==> config.mk <==
export PLATFORM = sky130hd
export DESIGN_NAME = range_list_text_to_bitmap_unit
export DESIGN_NICKNAME = d
export VERILOG_FILES = /design/src/rtl/rltb_pkg.sv /design/src/rtl/rltb_kw.sv /design/src/rtl/rltb_acc.sv /design/src/rtl/range_list_text_to_bitmap_unit.sv
export VERILOG_INCLUDE_DIRS = /design/src /design/src/rtl
export SDC_FILE = /design/constraint.sdc
export NUM_CORES = 1
export LEC_CHECK = 0
export CELL_PAD_IN_SITES_DETAIL_PLACEMENT = 0
export CELL_PAD_IN_SITES_GLOBAL_PLACEMENT = 2
export CORE_MARGIN = 2
export CORE_UTILIZATION = 41
export DETAILED_ROUTE_END_ITERATION = 16
export DONT_BUFFER_PORTS = 1
export PLACE_DENSITY_LB_ADDON = 0.1
export SLEW_MARGIN = 20
export SYNTH_ARGS = -nofsm -noshare
export SYNTH_HDL_FRONTEND = slang
export SYNTH_HIERARCHICAL = 1
export SYNTH_SLANG_ARGS = --single-unit
==> constraint.sdc <==
create_clock -name clk -period 4.95 [get_ports clk]
set_input_delay 0.495 -clock clk [delete_from_list [all_inputs] [get_ports clk]]
set_output_delay 0.495 -clock clk [all_outputs]
set_load 0.005 [all_outputs]
==> src/rtl/range_list_text_to_bitmap_unit_defines.svh <==
// assertion macros for the range list text to bitmap unit
// used by the top level only, depends on nothing else
`ifndef RANGE_LIST_TEXT_TO_BITMAP_UNIT_DEFINES_SVH
`define RANGE_LIST_TEXT_TO_BITMAP_UNIT_DEFINES_SVH

// same-cycle implication, checked out of reset
`define RLTB_ASSERT_NOW(label, clk, rst_n, ante, cons, msg) \
	label: assert property (@(posedge clk) disable iff (!rst_n) (ante) |-> (cons)) \
		else $error(msg);

// next-cycle implication, checked out of reset
`define RLTB_ASSERT_NXT(label, clk, rst_n, ante, cons, msg) \
	label: assert property (@(posedge clk) disable iff (!rst_n) (ante) |=> (cons)) \
		else $error(msg);

`endif

==> src/rtl/rltb_pkg.sv <==
// shared types, constants and character helpers for the range list unit
// no dependencies
package rltb_pkg;

	localparam logic [7:0] CharZero  = 8'h30;
	localparam logic [7:0] CharNine  = 8'h39;
	localparam logic [7:0] CharDash  = 8'h2d;
	localparam logic [7:0] CharComma = 8'h2c;
	localparam logic [7:0] CharSpace = 8'h20;
	localparam logic [7:0] CharTab   = 8'h09;
	localparam logic [7:0] CharCr    = 8'h0d;
	localparam logic [7:0] CharA     = 8'h61;
	localparam logic [7:0] CharL     = 8'h6c;
	localparam logic [7:0] CharN     = 8'h6e;
	localparam logic [7:0] CharO     = 8'h6f;
	localparam logic [7:0] CharE     = 8'h65;

	localparam logic [31:0] Mask16 = 32'h0000_ffff;
	localparam logic [31:0] Mask32 = 32'hffff_ffff;

	typedef struct packed {
		logic [7:0] text_char;
		logic       is_last;
	} item_t;

	typedef struct packed {
		logic [31:0] bitmap;
		logic        out_of_range;
		logic        keyword_hit;
	} result_t;

	// one character step handed to the state units
	typedef struct packed {
		logic       fire;
		logic       last;
		logic [7:0] ch;
	} step_t;

	function automatic logic is_space(input logic [7:0] c);
		return (c == CharSpace) || ((c >= CharTab) && (c <= CharCr));
	endfunction

	function automatic logic is_digit(input logic [7:0] c);
		return (c >= CharZero) && (c <= CharNine);
	endfunction

endpackage

==> src/rtl/rltb_kw.sv <==
// keyword matcher for the texts all and none
// depends on rltb_pkg
module rltb_kw
	import rltb_pkg::*;
(
	input  logic  clk,
	input  logic  arst_n,
	input  step_t step,
	output logic  kw_all,
	output logic  kw_none
);

	typedef enum logic [8:0] {
		KW_START = 9'b000000001,
		KW_A     = 9'b000000010,
		KW_AL    = 9'b000000100,
		KW_ALL   = 9'b000001000,
		KW_N     = 9'b000010000,
		KW_NO    = 9'b000100000,
		KW_NON   = 9'b001000000,
		KW_NONE  = 9'b010000000,
		KW_FAIL  = 9'b100000000
	} kw_state_t;

	kw_state_t state_q;
	kw_state_t state_d;
	logic      sp;

	always_comb begin
		sp = is_space(step.ch);
		case (state_q)
			KW_START: begin
				if (sp) state_d = KW_START;
				else if (step.ch == CharA) state_d = KW_A;
				else if (step.ch == CharN) state_d = KW_N;
				else state_d = KW_FAIL;
			end
			KW_A:    state_d = (step.ch == CharL) ? KW_AL : KW_FAIL;
			KW_AL:   state_d = (step.ch == CharL) ? KW_ALL : KW_FAIL;
			KW_ALL:  state_d = sp ? KW_ALL : KW_FAIL;
			KW_N:    state_d = (step.ch == CharO) ? KW_NO : KW_FAIL;
			KW_NO:   state_d = (step.ch == CharN) ? KW_NON : KW_FAIL;
			KW_NON:  state_d = (step.ch == CharE) ? KW_NONE : KW_FAIL;
			KW_NONE: state_d = sp ? KW_NONE : KW_FAIL;
			default: state_d = KW_FAIL;
		endcase
	end

	assign kw_all  = (state_d == KW_ALL);
	assign kw_none = (state_d == KW_NONE);

	always_ff @(posedge clk or negedge arst_n) begin
		if (!arst_n) begin
			state_q <= KW_START;
		end else if (step.fire) begin
			state_q <= step.last ? KW_START : state_d;
		end
	end

endmodule

==> src/rtl/rltb_acc.sv <==
// number, range and channel mask accumulator
// depends on rltb_pkg
module rltb_acc
	import rltb_pkg::*;
#(
	parameter int MAX_WIDTH = 32
) (
	input  logic                 clk,
	input  logic                 arst_n,
	input  step_t                step,
	output logic [MAX_WIDTH-1:0] mask,
	output logic                 ovf
);

	localparam logic [7:0] MaxNum = 8'(MAX_WIDTH);

	logic [7:0]           number_acc_q;
	logic [7:0]           range_start_q;
	logic                 in_range_q;
	logic [MAX_WIDTH-1:0] mask_q;
	logic                 ovf_q;

	logic                 digit;
	logic                 sep;
	logic                 dash;
	logic [11:0]          prod;
	logic [7:0]           num_d;
	logic [7:0]           start_d;
	logic                 in_range_d;
	logic [7:0]           lo;
	logic                 commit;
	logic [MAX_WIDTH-1:0] span;
	logic [MAX_WIDTH-1:0] mask_d;
	logic                 ovf_d;

	always_comb begin
		digit = is_digit(step.ch);
		sep   = is_space(step.ch) || (step.ch == CharComma);
		dash  = (step.ch == CharDash);
		// times ten as two shifted adds, then the digit
		prod  = {1'b0, number_acc_q, 3'b000} + {3'b000, number_acc_q, 1'b0}
			+ {4'h0, step.ch - CharZero};

		num_d      = number_acc_q;
		start_d    = range_start_q;
		in_range_d = in_range_q;
		if (digit) begin
			num_d = (prod > 12'd255) ? 8'd255 : prod[7:0];
		end else if (dash) begin
			in_range_d = 1'b1;
			start_d    = number_acc_q;
			num_d      = 8'd0;
		end

		// a single channel is the range n..n; numbers above the top select no lane
		lo     = in_range_d ? start_d : num_d;
		commit = (sep || step.last) && (num_d != 8'd0);
		for (int i = 0; i < MAX_WIDTH; i++) begin
			span[i] = (lo <= 8'(i + 1)) && (num_d >= 8'(i + 1));
		end

		mask_d = mask_q;
		ovf_d  = ovf_q;
		if (commit) begin
			mask_d = mask_q | span;
			if ((num_d > MaxNum) || (in_range_d && (start_d > MaxNum))) begin
				ovf_d = 1'b1;
			end
		end
		if (sep || step.last) begin
			in_range_d = 1'b0;
			num_d      = 8'd0;
		end
	end

	assign mask = mask_d;
	assign ovf  = ovf_d;

	always_ff @(posedge clk or negedge arst_n) begin
		if (!arst_n) begin
			number_acc_q  <= '0;
			range_start_q <= '0;
			in_range_q    <= 1'b0;
			mask_q        <= '0;
			ovf_q         <= 1'b0;
		end else if (step.fire) begin
			if (step.last) begin
				number_acc_q  <= '0;
				range_start_q <= '0;
				in_range_q    <= 1'b0;
				mask_q        <= '0;
				ovf_q         <= 1'b0;
			end else begin
				number_acc_q  <= num_d;
				range_start_q <= start_d;
				in_range_q    <= in_range_d;
				mask_q        <= mask_d;
				ovf_q         <= ovf_d;
			end
		end
	end

endmodule

==> src/rtl/range_list_text_to_bitmap_unit.sv <==
// top level of the range list text to bitmap unit
// depends on rltb_pkg, rltb_kw, rltb_acc and the assertion macro header
//
// Takes a channel list text such as "1-4 6,9" one character per beat and
// returns one bitmap beat for the character marked is_last; bit n-1 stands
// for channel n. Digits build a number (saturating at 255), a dash opens a
// range, and a space, tab, LF, VT, FF, CR, comma or the end of the text
// commits it. A text that trims to "all" or "none" gives the mode's all-ones
// value or zero with keyword_hit set. cfg_wdata written with cfg_we selects a
// 16-bit (0) or 32-bit (1) bitmap; write it only while no text is in flight.
// Throughput is one character per clock: each character is registered, then
// updated in one pass through the keyword matcher and the accumulator, whose
// mask is formed by one compare pair per channel lane. The result is registered
// when the last character moves on from the input register. Only a last character
// waits, and only while the previous result has not yet been taken.
`include "range_list_text_to_bitmap_unit_defines.svh"

module range_list_text_to_bitmap_unit
	import rltb_pkg::*;
#(
	parameter int MAX_WIDTH = 32
) (
	input  logic    clk,
	input  logic    arst_n,
	input  logic    cfg_we,
	input  logic    cfg_wdata,
	input  logic    item_valid,
	output logic    item_ready,
	input  item_t   item,
	output logic    result_valid,
	input  logic    result_ready,
	output result_t result
);

	// configuration
	logic wide_mode_q;

	// input stage
	logic  valid_s1;
	item_t item_s1;
	logic  advance;
	step_t step;

	// state unit results
	logic                 kw_all;
	logic                 kw_none;
	logic [MAX_WIDTH-1:0] acc_mask;
	logic                 acc_ovf;

	// result register
	logic    result_valid_q;
	result_t result_q;
	logic [31:0] width_mask;
	result_t     result_d;

	always_ff @(posedge clk or negedge arst_n) begin
		if (!arst_n) begin
			wide_mode_q <= 1'b0;
		end else if (cfg_we) begin
			wide_mode_q <= cfg_wdata;
		end
	end

	// a registered character moves on unless it is the last and the result slot is full and not being taken
	assign advance    = valid_s1 && (!item_s1.is_last || !result_valid_q || result_ready);
	assign item_ready = !valid_s1 || advance;

	always_ff @(posedge clk or negedge arst_n) begin
		if (!arst_n) begin
			valid_s1 <= 1'b0;
		end else if (item_ready) begin
			valid_s1 <= item_valid;
		end
	end

	// payload only, no reset needed
	always_ff @(posedge clk) begin
		if (item_ready && item_valid) begin
			item_s1 <= item;
		end
	end

	assign step.fire = advance;
	assign step.last = item_s1.is_last;
	assign step.ch   = item_s1.text_char;

	rltb_kw u_kw (
		.clk     (clk),
		.arst_n  (arst_n),
		.step    (step),
		.kw_all  (kw_all),
		.kw_none (kw_none)
	);

	rltb_acc #(
		.MAX_WIDTH (MAX_WIDTH)
	) u_acc (
		.clk    (clk),
		.arst_n (arst_n),
		.step   (step),
		.mask   (acc_mask),
		.ovf    (acc_ovf)
	);

	// final beat: keywords override the committed mask and clear the flag
	always_comb begin
		width_mask = wide_mode_q ? Mask32 : Mask16;
		result_d.keyword_hit  = kw_all || kw_none;
		result_d.out_of_range = acc_ovf && !(kw_all || kw_none);
		if (kw_all) begin
			result_d.bitmap = width_mask;
		end else if (kw_none) begin
			result_d.bitmap = '0;
		end else begin
			result_d.bitmap = 32'(acc_mask) & width_mask;
		end
	end

	always_ff @(posedge clk or negedge arst_n) begin
		if (!arst_n) begin
			result_valid_q <= 1'b0;
		end else if (advance && item_s1.is_last) begin
			result_valid_q <= 1'b1;
		end else if (result_ready) begin
			result_valid_q <= 1'b0;
		end
	end

	always_ff @(posedge clk) begin
		if (advance && item_s1.is_last) begin
			result_q <= result_d;
		end
	end

	assign result_valid = result_valid_q;
	assign result       = result_q;

	// a last character that moves on always leaves a result beat behind
	`RLTB_ASSERT_NXT(a_last_gives_result, clk, arst_n, advance && item_s1.is_last,
		result_valid_q, "last character produced no result")
	// keyword results never carry the range flag
	`RLTB_ASSERT_NOW(a_kw_no_ovf, clk, arst_n, result_valid_q && result_q.keyword_hit,
		!result_q.out_of_range, "keyword result with out_of_range set")
	// narrow mode keeps the upper half clear
	`RLTB_ASSERT_NOW(a_narrow_upper_zero, clk, arst_n, result_valid_q && !wide_mode_q,
		result_q.bitmap[31:16] == 16'h0000, "upper bitmap bits set in narrow mode")

endmodule

# Word-level counts from Yosys, hierarchy flattened
# Cells that the tools add are included.
[totals] reg_bits=105 latchBits=0 ramBits=0 rom_bits=0 input_bits=15 out_inout_bits=36 word_cells=197 mem_count=0
[op_classes] add_sub_neg=3 multipliers=0 n_div=0 magnitude_cmp=71 n_eq_ne=18 shift=0 muxes=35 bitwise_logic=2 n_reduce_logical=54
[op_table] operator="$mux W32" count=5
[op_table] operator="$ge A8 B5 Y1 const B" count=16
[op_table] operator="$le A8 B5 Y1 const B" count=16
[op_table] operator="$mux W9" count=11
[op_table] operator="$ge A8 B4 Y1 const B" count=9
[op_table] operator="$le A8 B4 Y1 const B" count=9
[op_table] operator="$mux W8" count=9
[op_table] operator="$pmux W9 S8" count=1
[op_table] operator="$eq A8 B7 Y1 const B" count=5
[op_table] operator="$logic_and A1 B1 Y1" count=40
[op_table] operator="$and A32 B32 Y32" count=1
[op_table] operator="$ge A8 B3 Y1 const B" count=4
[op_table] operator="$le A8 B3 Y1 const B" count=4
[op_table] operator="$or A32 B32 Y32" count=1
[op_table] operator="$eq A8 B6 Y1 const B" count=3
[op_table] operator="$eq A9 B4 Y1 const B" count=2
[op_table] operator="$eq A9 B8 Y1 const B" count=2
[op_table] operator="$ge A8 B2 Y1 const B" count=2
[op_table] operator="$ge A8 B6 Y1 const B" count=2
[op_table] operator="$gt A8 B6 Y1 const B" count=2
[op_table] operator="$le A8 B2 Y1 const B" count=2
[op_table] operator="$le A8 B6 Y1 const B" count=2
[op_table] operator="$add A11 B9 Y12" count=1
[op_table] operator="$add A12 B8 Y12" count=1
[op_table] operator="other kinds (15)" count=33

# Depth between registers and ports, before layout
[depth] ltp_word=13 mapped_depth=18 ltp_nobuf=16

# Cells and area by module
# Netlist, hierarchy kept.
[modules_own_cells] module="rltb_acc" n_inst=1 cells_each=587 area_each_um2=4737.0 seq_area_each_um2=1251.2
[modules_own_cells] module="range_list_text_to_bitmap_unit" n_inst=1 cells_each=115 area_each_um2=1850.5 seq_area_each_um2=1366.3
[modules_own_cells] module="rltb_kw" n_inst=1 cells_each=91 area_each_um2=734.5 seq_area_each_um2=226.5

# Worst setup path after synthesis
# OpenSTA, ideal clock, no wires.
[synth_path] kind="register -> register" startpoint="register item_s1[5] (netlist name)" endpoint="register result_q (netlist bit result[23]) (data pin)" setup_time_ns=0.254 t_arrival_ns=4.033 required_ns=4.696 path_slack_ns=0.663 path_stages_with_launch=17 n_path_buf=1 period_less_slack_ns=4.287 path_cell_list="edfxtp_1 -> ha_1 -> xor2_1 -> fa_1 -> inv_1 -> ha_1 -> a21o_1 -> and4b_1 -> nor4_4 -> o2111ai_2 -> clkbuf_1 -> nor2_1 -> nand2_1 -> a2111oi_0 -> nor3_1 -> and2b_1 -> o21a_1"
[synth_lines] item="start: declaration" line_no="range_list_text_to_bitmap_unit.sv:40" text="item_t item_s1;"
[synth_lines] item="start signal: assignment" line_no="range_list_text_to_bitmap_unit.sv:79" text="item_s1 <= item;"
[synth_lines] item="end signal: assignment" line_no="range_list_text_to_bitmap_unit.sv:131" text="result_q <= result_d;"
[synth_lines] item="end: declaration" line_no="range_list_text_to_bitmap_unit.sv:52" text="result_t result_q;"

==> run_results.csv <==
group,metric,value,unit
yosys,ys_warn_count,6,
finish,final_cell_mix,"nand2_1 (68), dfrtp_1 (61), nor2_1 (57)",
floorplan,chipWidth,138,um
placement,portBuffers,0,
finish,multiInputGateArea,4090,sq um
yosys,synthArstFlopShare,0.590,
worst_setup_path,reg2reg_depth,15,
pwr,powerDensity,322,nW/um^2
finish,syn2layout_area_growth,9.18,%
route,wl_met1,11100,um
route,antenna_left,0,
placement,routabilityCongestion,0.959,
worst_setup_path,cp.arrival,4790,ps
timing,fmax,214,MHz
worst_setup_path,critPathKind,"flip-flop to flip-flop",
clock_tree,clock_path_buffers,2,
route,drt_wl_total,24200,um
route,drtPass1Iterations,5,
floorplan,die_area,18900,sq um
worst_setup_path,reg2reg_from,"item_s1[5]",
timing,whs,-26.3,ps
worst_setup_path,path_max_fanout,22,
grt,grt_use_total,0.268,
grt,grt_pass1_wl,38400,um
route,vias_per_cell,6.48,
yosys,synth_compound_area_frac,0.316,
yosys,synth_ff_type,"dfrtp_1",
yosys,syn-num-nets,829,
pwr,leakage,3.37,nW
grt,grt_start_max_net_pins,63,
timing,finalCriticalPeriod,4670,ps
yosys,synth_seq_cells,105,
pwr,ir_drop,0.232,mV
route,detail_route.iter0.violations,671,
outcome,violations,"hold timing",
clock_tree,cts_made_buffers,9,
timing,max_slew_margin,0.346,
route,vias,6638,
finish,ff_latch_area,2840,sq um
clock_tree,cts_resized,0,
floorplan,core,17400,sq um
outcome,status,"complete, but fails checks",
finish,nFillCells,1704,
clock_tree,cts_setup_buffers,0,
worst_setup_path,cp-startpoint,"item_s1[5]",
pwr,clkPwrFrac,0.278,
yosys,synth_top_family_by_area,"compound AO/OA/AOI/OAI gates",
timing,finalSetupViolCount,0,
floorplan,num_rows,48,
worst_hold_path,hold_path.class,"primary input to asynchronous set/reset pin",
run,max-cap-violations,0,
timing,fin_skew,10.2,ps
yosys,synth_cells,793,
timing,setup_tns,0,ps
clock_tree,cts-htree-levels,3,
route,wl_met2,10500,um
timing,final_hold_viol_count,7,
yosys,synth_fa_ha_area_frac,0.0420,
finish,layout.cells.most_common,"nand2_1",
finish,num_antenna_cells,0,
yosys,yosysUniqueCellTypes,103,
grt,first_global_vias,6552,
yosys,synth_seq_area_share,0.388,
finish,drive_gt1_frac,0.140,
yosys,synth_area,7320,sq um
clock_tree,clock_latency,360,ps
pwr,p_switching,0.920,mW
floorplan,initial_core_util,0.422,
placement,post-dp-hpwl,17300,um
route,top_layer_used,"met4",
pwr,intPower,1.65,mW
worst_setup_path,cp-start-kind,"flip-flop",
route,wl_per_cell,23.7,um
finish,layout.nets,830,
floorplan,die_y,138,um
grt,grt-ovfl-total,0,
clock_tree,root_buffer,"clkbuf_16",
clock_tree,cts_tree,"yes",
worst_setup_path,r2r_slack,280,ps
clock_tree,clk_pin_slew,80,ps
worst_setup_path,cp.required,5070,ps
yosys,synthSimpleGateAreaFrac,0.188,
pwr,seqPwrFrac,0.407,
yosys,synth.avg_cell_area,9.23,sq um
route,drcViolationCount,0,
pwr,p_sw_frac,0.358,
grt,antenna_found_initial,0,
clock_tree,cts_hold_buffers,1,
yosys,synth-xor-area-share,0.00837,
yosys,muxShareOfSynthArea,0.00290,
timing,final.period_utilization,0.944,
pwr,combPwrFrac,0.314,
timing,worst_pin_slew,979,ps
clock_tree,clkSinkCount,105,
timing,rsz0062_at_grt,"no",
floorplan,ios,51,
worst_setup_path,cp-end-kind,"flip-flop",
timing,maxSlewViolCount,0,
route,wl_met3,1890,um
yosys,synth-edff-count,43,
kinds of logic (layout without fill, tap and decap cells):
family / after synthesis / in the layout
muxes: 2 / 2
buffers and inverters: 89 / 95
DFF: 105 / 105
and+or+nand+nor: 259 / 259
adders and majority gates: 21 / 21
xor gates and xnor gates: 7 / 7
AOI/OAI and AO/OA: 310 / 310
critical path, stage by stage (launching register included):
cell	delay [ps]
edfxtp_1	410
ha_1	250
xor2_1	180
fa_1	500
inv_1	40
ha_1	370
a21o_1	220
a21oi_1	270
nand2_1	130
o2111a_2	470
a41oi_2	540
nand2_1	290
o21ai_0	370
nand2_1	90
nor2b_1	140
o21a_1	170
routing by layer:
layer	vias up	GRT usage
met5	-	0
li1	3018	-
met2	295	0.403
met1	3266	0.379
met4	0	0.0916
met3	59	0.0596
final timing paths:
path / to
min reg2reg: u_acc/mask_q[0]
max: result[25]
min: u_acc/number_acc_q[0]
max reg2reg: result[25]
min in group clk: item_s1[4]
max in group asynchronous: u_kw/state_q[0]
synth_stat cells, types with 7 or more instances:
library cell,n,share of area
a21boi_0,14,0.014
a21o_1,26,0.027
a21oi_1,44,0.030
a22oi_1,9,0.0092
a31o_2,16,0.019
a31oi_1,11,0.0094
and2_1,8,0.0068
and2b_1,7,0.0072
buf_2,17,0.012
clkbuf_1,27,0.014
dfrtp_1,61,0.21
edfxtp_1,43,0.18
ha_1,15,0.026
inv_1,35,0.018
nand2_1,68,0.035
nand2b_1,8,0.0068
nand3_1,19,0.013
nand4_1,7,0.0060
nor2_1,58,0.030
nor2b_1,10,0.0085
nor3_1,19,0.013
nor4_1,10,0.0085
o211ai_1,12,0.012
o21a_1,20,0.021
o21ai_0,43,0.029
o22ai_1,16,0.014
o2bb2ai_1,9,0.011
o31ai_1,8,0.0082
cell type report:
type                    instances  share of cell area
multi-input cells             599               0.512
inverters                      37              0.0174
repair buffers                 42              0.0435
flip-flops and latches        105               0.356
clock inverters                 6             0.00736
clock buffers                  10              0.0286
well taps                     225              0.0352
metrics by stage:
| stage | cell area [sq um] | util | std cells | setup WS, ps | total power [mW] |
|---|---|---|---|---|---|
| floorplan | 7320 | - | 793 | 663 | 1.59 |
| global placement | 7680 | 0.442 | 1007 | 418 | 1.84 |
| detailed placement | 7680 | 0.442 | 1007 | 324 | 1.84 |
| CTS | 7990 | 0.461 | 1024 | 302 | 2.57 |
| global route | 7990 | 0.461 | 1024 | 17.1 | 2.69 |
| finish | 7990 | 0.461 | 1024 | 279 | 2.57 |
sequential cells by signal, summed over array words and instances, names as in the netlist:
register,flops
result,34
u_acc/mask_q,32
item_s1,9
u_kw/state_q,9
u_acc/number_acc_q,8
u_acc/range_start_q,8
result_valid,1
u_acc/in_range_q,1
u_acc/ovf_q,1
valid_s1,1
wide_mode_q,1
power by group through the flow:
stage | clock network, mW | logic [mW] | registers (mW)
6_report | 0.716 | 0.809 | 1.05
5_1_grt | 0.757 | 0.879 | 1.06
4_1_cts | 0.732 | 0.793 | 1.05
3_5_place_dp | 0 | 0.775 | 1.06
3_3_place_gp | 0 | 0.773 | 1.06
2_1_floorplan | 0 | 0.548 | 1.05
Power figures use the tool's default switching activity.
